==> config.mk <==
export PLATFORM = sky130hd
export DESIGN_NAME = lli_back
export DESIGN_NICKNAME = d
export VERILOG_FILES = /design/src/rtl/lli_pkg.sv /design/src/rtl/lli_back.sv
export SDC_FILE = /design/constraint.sdc
export NUM_CORES = 1
export LEC_CHECK = 0
export ABC_AREA = 1
export ABC_CLOCK_PERIOD_IN_PS = 2000
export BUFFER_PORTS_ARGS = -buffer_cell sky130_fd_sc_hd__buf_2
export CORE_AREA = 2 2 130 132
export DETAILED_ROUTE_END_ITERATION = 16
export DIE_AREA = 0 0 132 134
export MAX_ROUTING_LAYER = met4
export PLACE_DENSITY = 0.69
export SLEW_MARGIN = 20
export SYNTH_ARGS = -nofsm -noshare
export SYNTH_HDL_FRONTEND = slang
export SYNTH_SLANG_ARGS = --single-unit
==> constraint.sdc <==
create_clock -name vclk -period 2
set_input_delay 0.1 -clock vclk [all_inputs]
set_output_delay 0.1 -clock vclk [all_outputs]
set_load 0.01 [all_outputs]
==> src/rtl/lli_pkg.sv <==
// lli_pkg: widths, payload types and stage record for the line intersection block
// depends on nothing
`default_nettype none
package lli_pkg;
  localparam int CoordW = 16;
  localparam int DiffW  = 17;
  localparam int DetW   = 35;
  localparam int NumW   = 53;
  localparam int OutW   = 32;
  localparam int DivSteps = NumW;

  typedef struct packed {
    logic signed [CoordW-1:0] line_a_start_x;
    logic signed [CoordW-1:0] line_a_start_y;
    logic signed [CoordW-1:0] line_a_end_x;
    logic signed [CoordW-1:0] line_a_end_y;
    logic signed [CoordW-1:0] line_b_start_x;
    logic signed [CoordW-1:0] line_b_start_y;
    logic signed [CoordW-1:0] line_b_end_x;
    logic signed [CoordW-1:0] line_b_end_y;
  } lines_t;

  typedef struct packed {
    logic signed [OutW-1:0] cross_x;
    logic signed [OutW-1:0] cross_y;
    logic                   parallel;
    logic                   overflow;
  } point_t;

  // one restoring divide cell state: two quotients share one divisor
  typedef struct packed {
    logic              vld;
    logic [NumW-1:0]   den;
    logic [NumW-1:0]   rem_x;
    logic [NumW-1:0]   num_x;
    logic [NumW-1:0]   rem_y;
    logic [NumW-1:0]   num_y;
    logic              neg_x;
    logic              neg_y;
    logic              par;
  } div_t;
endpackage
`default_nettype wire

==> src/rtl/lli_back.sv <==
// lli_back: sign fix, saturation and parallel handling of the final quotients
// depends on lli_pkg
`default_nettype none
module lli_back (
  input  wire lli_pkg::div_t cell_i,
  output lli_pkg::point_t    point_o
);
  localparam int NumW = lli_pkg::NumW;
  localparam int OutW = lli_pkg::OutW;
  logic signed [NumW:0] qx, qy;
  logic                 ox, oy;
  logic [OutW-1:0]      sx, sy;

  function automatic logic [OutW:0] sat(input logic signed [NumW:0] q);
    logic [OutW:0] r;
    if (q > (NumW+1)'(signed'(33'sh0_7FFF_FFFF))) begin
      r = {1'b1, 1'b0, {(OutW-1){1'b1}}};
    end else if (q < -(NumW+1)'(signed'(33'sh0_8000_0000))) begin
      r = {1'b1, 1'b1, {(OutW-1){1'b0}}};
    end else begin
      r = {1'b0, q[OutW-1:0]};
    end
    return r;
  endfunction

  always_comb begin
    qx = cell_i.neg_x ? -$signed({1'b0, cell_i.num_x}) : $signed({1'b0, cell_i.num_x});
    qy = cell_i.neg_y ? -$signed({1'b0, cell_i.num_y}) : $signed({1'b0, cell_i.num_y});
    {ox, sx} = sat(qx);
    {oy, sy} = sat(qy);
    if (cell_i.par) begin
      point_o.cross_x  = '0;
      point_o.cross_y  = '0;
      point_o.parallel = 1'b1;
      point_o.overflow = 1'b0;
    end else begin
      point_o.cross_x  = sx;
      point_o.cross_y  = sy;
      point_o.parallel = 1'b0;
      point_o.overflow = ox | oy;
    end
  end
endmodule
`default_nettype wire

==> results of run 1 <==
-- through the flow --
stage | power, uW | hold WS [ps] | util (%)
final | 1980 | 673 | 61.0
after CTS | 1750 | 648 | 55.1
after floorplan | 735 | 292 | -
after global placement | 1590 | 633 | 50.2
after global routing | 2100 | 708 | 61.0
after detailed placement | 1590 | 631 | 50.2
-- cell type report --
class                      count  area [sq um]
multi-input combinational    913          5580
fill                        1538          6350
tap                          220           275
timing repair buffer         508          3760
inverter                      84           323
-- cells in the mapped netlist, types with 2 or more instances --
library cell               count
sky130_fd_sc_hd__o21ai_2       3
sky130_fd_sc_hd__xor2_1       29
sky130_fd_sc_hd__and2_1        2
sky130_fd_sc_hd__inv_2         2
sky130_fd_sc_hd__ha_1          2
sky130_fd_sc_hd__buf_12        3
sky130_fd_sc_hd__clkbuf_1      9
sky130_fd_sc_hd__nand3_2       3
sky130_fd_sc_hd__nor3_1        2
sky130_fd_sc_hd__nand3_1      96
sky130_fd_sc_hd__xnor2_1      30
sky130_fd_sc_hd__buf_1         2
sky130_fd_sc_hd__clkinv_1      2
sky130_fd_sc_hd__buf_6         6
sky130_fd_sc_hd__inv_1        80
sky130_fd_sc_hd__buf_4         5
sky130_fd_sc_hd__a21oi_2      30
sky130_fd_sc_hd__o21ai_0      19
sky130_fd_sc_hd__a31oi_1       3
sky130_fd_sc_hd__nand3b_1      3
sky130_fd_sc_hd__o21ai_4       3
sky130_fd_sc_hd__o21ai_1       3
sky130_fd_sc_hd__nor2_2       19
sky130_fd_sc_hd__nand2_4       3
sky130_fd_sc_hd__o31ai_1       2
sky130_fd_sc_hd__buf_2         7
sky130_fd_sc_hd__nand4_1      19
sky130_fd_sc_hd__nor2_4        4
sky130_fd_sc_hd__nand2_1     357
sky130_fd_sc_hd__nand2_2      42
sky130_fd_sc_hd__a21oi_1      37
sky130_fd_sc_hd__nor2_1      198
-- cell families (layout without fill, tap and decap cells) --
| kind of cell | after synthesis | count (layout) | share of synthesized area [%] |
|---|---|---|---|
| AOI/OAI and AO/OA | 100 | 100 | 13.3 |
| adders and majority gates | 2 | 2 | 0.498 |
| and+or+nand+nor | 752 | 752 | 64.9 |
| buffers and inverters | 116 | 592 | 11.1 |
| xor gates and xnor gates | 59 | 59 | 10.3 |
-- power breakdown --
part | total [uW] | switching, uW | internal, uW
combinational | 1980 | 1110 | 873
clock | 0 | 0 | 0
sequential | 0 | 0 | 0
-- repair_timing --
item	in CTS	in global routing
resized for setup	133	236
pin swaps	52	95
gates cloned	4	5
setup buffers	28	11
setup endpoints to repair	63	64
-- path summary, 6_finish.rpt --
path / slack [ps] / to / startpoint
max: -620 / point_o[64] / cell_i[124]
min: 670 / point_o[59] / cell_i[134]
-- metal layers --
metal	routed length [um]	vias up
li1	-	4204
met1	12400	3910
met2	13300	516
met3	2960	72
met4	930	0
met5	0	-
==> summary.txt, run 1 <==
Outcome
  – Result of the run: finished, violations left
  – Violations in the final reports: setup timing

Finish
  – Clock buffers: 0
  – Proportion of layout cells with a drive suffix above 1: between 50% and 60%
  – Top library cells by usage in the layout, fill and taps aside: sky130_fd_sc_hd__buf_4 (298), sky130_fd_sc_hd__nand2_1 (279), sky130_fd_sc_hd__buf_2 (164)
  – Register area: 0 sq um
  – Design area: between 9000 and 10000 sq um
  – Most common cell after layout, fill and taps aside: sky130_fd_sc_hd__buf_4
  – Non-filler instance count after layout: 1725
  – Count of antenna diodes in the layout: 0
  – Layout overhead on the synthesized area: 97.8%
  – Number of sequential cells in the layout: 0
  – Number of nets at the end of the flow: around 1800

Placed design
  – RePlAce Congestion: between 1 and 1.5
  – Detail Placement HPWL: ~23 mm
  – Setup slack after placement: -567 ps
  – Placed inst area: slightly above 8000 sq um
  – Cells after DPL: 1680
  – Input/output buffers: roughly 180

Setup path
  – Setup crit end kind: primary output
  – Largest fanout on the critical path: 6
  – WS Path Type: input pin to primary output
  – CP most frequent cell: sky130_fd_sc_hd__nand2_1
  – Critical Path Source Type: input pin
  – CP arrival: 2520 ps
  – Family with the most delay on the worst path: simple AND/OR/NAND/NOR gates
  – CP required: between 1500 and 2000 ps
  – Master of the slowest instance on the critical path: sky130_fd_sc_hd__o21ai_1
  – Cells along the critical path: buf_2 -> nor2_2 -> nand2_1 -> nor2_2 -> nand2_1 -> o21ai_1 -> nand2_1 -> nand2_1 -> nand3_1 -> nor2_1 -> nand2_2 -> nor2_2 -> nand2_2 -> nand2_4 -> buf_6 -> buf_6 -> nand2_2 -> a21oi_2 -> buf_2
  – Peak per-stage delay on the critical path: between 200 and 300 ps
  – Total number of cells along the worst setup path: 19
  – Number of buffers and inverters on the critical path: 4

Pwr
  – P per Cell Area: ~200 nW/um^2
  – LEAKAGE: between 0.004 and 0.005 uW
  – Largest voltage drop on the vdd net: between 100 and 150 uV

Route
  – DRT iter0 DRCs: about 680
  – Detailed-router iteration count before antenna repair: 8
  – Number of nets still failing antenna checks after routing: 0
  – Vias/cell: roughly 5
  – Routed wire per std cell: approximately 17 um
  – DRC Markers: 0
  – Routed via count: just under 9000
  – Wire length after detailed routing: about 30 mm

Synthesis
  – Fraction of post-synthesis cell area in the top cell type by area: between 20% and 30%
  – Mean instance size in the synthesized netlist: ~4.9 sq um
  – Netlist area before placement: between 5000 and 6000 sq um
  – Synth top area cells: sky130_fd_sc_hd__nand2_1 (27%), sky130_fd_sc_hd__nor2_1 (15%), sky130_fd_sc_hd__nand3_1 (9.6%), sky130_fd_sc_hd__inv_1 (6.0%), sky130_fd_sc_hd__a21oi_2 (5.2%)
  – Dominant cell type by area after synthesis: sky130_fd_sc_hd__nand2_1
  – Synth Warn #: 0
  – Sequential area share after synthesis: 0%
  – Post-synthesis instance total: around 1000
  – Total nets after synthesis: 1300
  – Count of unique library cells instantiated by Yosys: 36

Hold path
  – Hold-critical path depth: 5
  – Path class of the lowest-slack min-delay path: input pin to primary output

STA
  – Slew at the pin with the worst max-slew slack: 519 ps
  – Tcrit/Tclk final: 131%
  – Headroom to the max-slew limit: about 65%
  – Setup tns final: -31920 ps
  – Final worst setup slack: -616 ps
  – FMAX: 382 MHz
  – Total count of max-transition violations in the final report: 0
  – Final-report hold violation count: 0
  – Setup-failing EPs final: 63
  – Setup repair after global routing missed its margin: yes
  – Post-layout minimum cycle time: 2620 ps

Global route
  – Global-route track usage on met2: 50.6%
  – Global Route met3 Usage: under 10%
  – Number of global-route vias before repair: around 8000
  – Antenna violations before repair: 0
  – GRT busiest layer: met2
  – Pin count of the biggest net entering global routing: 57
  – Fraction of met1 tracks used by global routing: ~40%
  – Final global-route overflow total: 0
  – Global-route wire length before repair: around 42 mm
  – GRT Resource Usage Total: a little over 30%

Floorplan
  – Total number of placement rows: 47
  – Core Area: ~16000 sq um
  – Starting density of the core: 30.9%
  – Die ar.: approximately 18000 sq um
  – Horizontal extent of the die: roughly 130 um
  – Num ports: between 300 and 400
  – Die height: roughly 130 um

CTS
  – Post-cts hold buffer count: 0

Flow run
  – Max capacitance violation total: 0
Power figures use the tool's default switching activity.
==> run 2: changes to the inputs <==
Settings changed: RECOVER_POWER set to 50, REMOVE_ABC_BUFFERS set to 1, TNS_END_PERCENT set to 50.
==> summary.txt, run 2 (same netlist as run 1, synthesis figures left out) <==
Finish
  – Clock buffers: 0
  – Utilization of the core after routing: about 60%
  – Register area: 0 sq um
  – Number of nets at the end of the flow: 1763
  – Count of antenna diodes in the layout: 0
  – Top library cells by usage in the layout, fill and taps aside: sky130_fd_sc_hd__nand2_1 (280), sky130_fd_sc_hd__buf_4 (280), sky130_fd_sc_hd__buf_2 (156)
  – Layout overhead on the synthesized area: 93.8%
  – Proportion of layout cells with a drive suffix above 1: between 50% and 60%
  – Number of sequential cells in the layout: 0

Floorplan
  – Core Area: around 16000 sq um
  – Num ports: approximately 340
  – Total number of placement rows: 47
  – Starting density of the core: 30.9%
  – Die ar.: around 18000 sq um
  – Horizontal extent of the die: 132 um
  – Die height: 134 um

Route
  – DRC Markers: 0
  – Number of nets still failing antenna checks after routing: 0
  – Vias/cell: around 5
  – Routed wire per std cell: between 15 and 20 um
  – Routed via count: 8730
  – DRT iter0 DRCs: 837
  – Wire length after detailed routing: about 29 mm
  – Detailed-router iteration count before antenna repair: 7

Setup path
  – WS Path Type: input pin to primary output
  – Cells along the critical path: buf_4 -> nor2_4 -> nand2_2 -> nor2_2 -> nand2_2 -> buf_4 -> o21ai_4 -> buf_6 -> nand3_2 -> nand2_1 -> nand2_1 -> nor2_1 -> nand2_1 -> nor2_1 -> nand2_1 -> nand2_4 -> buf_12 -> buf_16 -> a21oi_2 -> buf_2
  – Peak per-stage delay on the critical path: 210 ps
  – Number of buffers and inverters on the critical path: 6
  – CP most frequent cell: sky130_fd_sc_hd__nand2_1
  – Largest fanout on the critical path: 6
  – Total number of cells along the worst setup path: 20
  – Setup crit end kind: primary output
  – CP Launch Point: cell_i[132]
  – CP required: approximately 1900 ps
  – Master of the slowest instance on the critical path: sky130_fd_sc_hd__nor2_2
  – CP arrival: approximately 2500 ps
  – Critical Path Source Type: input pin
  – Family with the most delay on the worst path: simple AND/OR/NAND/NOR gates

STA
  – Setup-failing EPs final: 63
  – Hold Worst Slack: around 640 ps
  – FMAX: between 300 and 400 MHz
  – Final-report hold violation count: 0
  – Tcrit/Tclk final: 130%
  – Total count of max-transition violations in the final report: 0
  – Final worst setup slack: -602 ps
  – Slew at the pin with the worst max-slew slack: 853 ps
  – Headroom to the max-slew limit: about 43%
  – Post-layout minimum cycle time: 2600 ps
  – Setup repair after global routing missed its margin: yes

Pwr
  – P per Cell Area: just under 200 nW/um^2
  – LEAKAGE: 0.00477 uW
  – Largest voltage drop on the vdd net: 140 uV

CTS
  – Post-cts hold buffer count: 0

Global route
  – Global-route wire length before repair: ~40 mm
  – Number of global-route vias before repair: 7834
  – Antenna violations before repair: 0
  – GRT Resource Usage Total: approximately 29%
  – Final global-route overflow total: 0
  – Pin count of the biggest net entering global routing: 39

Hold path
  – Path class of the lowest-slack min-delay path: input pin to primary output
  – Hold-critical path depth: 5
  – Start point of the worst hold path: cell_i[12]

Placed design
  – RePlAce Congestion: a little over 1
  – Input/output buffers: around 180
  – Detail Placement HPWL: between 20 and 25 mm

Outcome
  – Result of the run: finished, violations left
  – Violations in the final reports: setup timing

Flow run
  – Max capacitance violation total: 0
run 2: where the power goes:
part	leakage (uW)	switching [uW]	internal (uW)
Clock	0	0	0
Combinational	0.00477	1070	847
Sequential	0	0	0
Total	0.00477	1070	847
run 2: final cells by class:
cell class,count,area (sq um)
multi-input cells,915,5490
fillers,1533,6550
well taps,220,275
inverters,84,325
repair buffers,491,3650
run 2: path summary, 6_finish.rpt:
path / endpoint / slack [ps]
min: point_o[11] / 640
max: point_o[40] / -600
run 2: metrics by stage:
| stage | power, uW | instances | worst slack (ps) | setup TNS, ps | cell area, sq um |
|---|---|---|---|---|---|
| after global routing | 2030 | 1710 | -660 | -38040 | 9740 |
| after floorplan | 654 | 997 | -328 | -12300 | 4780 |
| after detailed placement | 1520 | 1655 | -639 | -31990 | 7990 |
| final | 1920 | 1710 | -602 | -31800 | 9740 |
| after global placement | 1510 | 1655 | -700 | -33260 | 7990 |
| after CTS | 1670 | 1686 | -448 | -23720 | 8760 |
run 2: what timing repair did:
| action | 4_1_cts | 5_1_grt |
|---|---|---|
| gates cloned | 5 | 1 |
| resized for setup | 133 | 232 |
| buffers inserted | 26 | 23 |
| endpoints found under the setup margin | 63 | 65 |
| pin swaps | 74 | 129 |
run 2: routing by layer:
| metal | routed length (um) | vias up | track usage (%) | share of wire, % |
|---|---|---|---|---|
| met5 | 0 | - | - | 0 |
| met3 | 2700 | 102 | 1.74 | 9.2 |
| met2 | 13100 | 524 | 48.8 | 45 |
| met1 | 12200 | 3923 | 40.0 | 42 |
| li1 | - | 4181 | - | - |
| met4 | 1130 | 0 | 5.13 | 3.9 |
run 2: tightest hold or removal path: stages:
cell	delay, ps
sky130_fd_sc_hd__buf_2	130
sky130_fd_sc_hd__xor2_1	80
sky130_fd_sc_hd__nand2_2	70
sky130_fd_sc_hd__a21oi_2	40
sky130_fd_sc_hd__buf_2	130
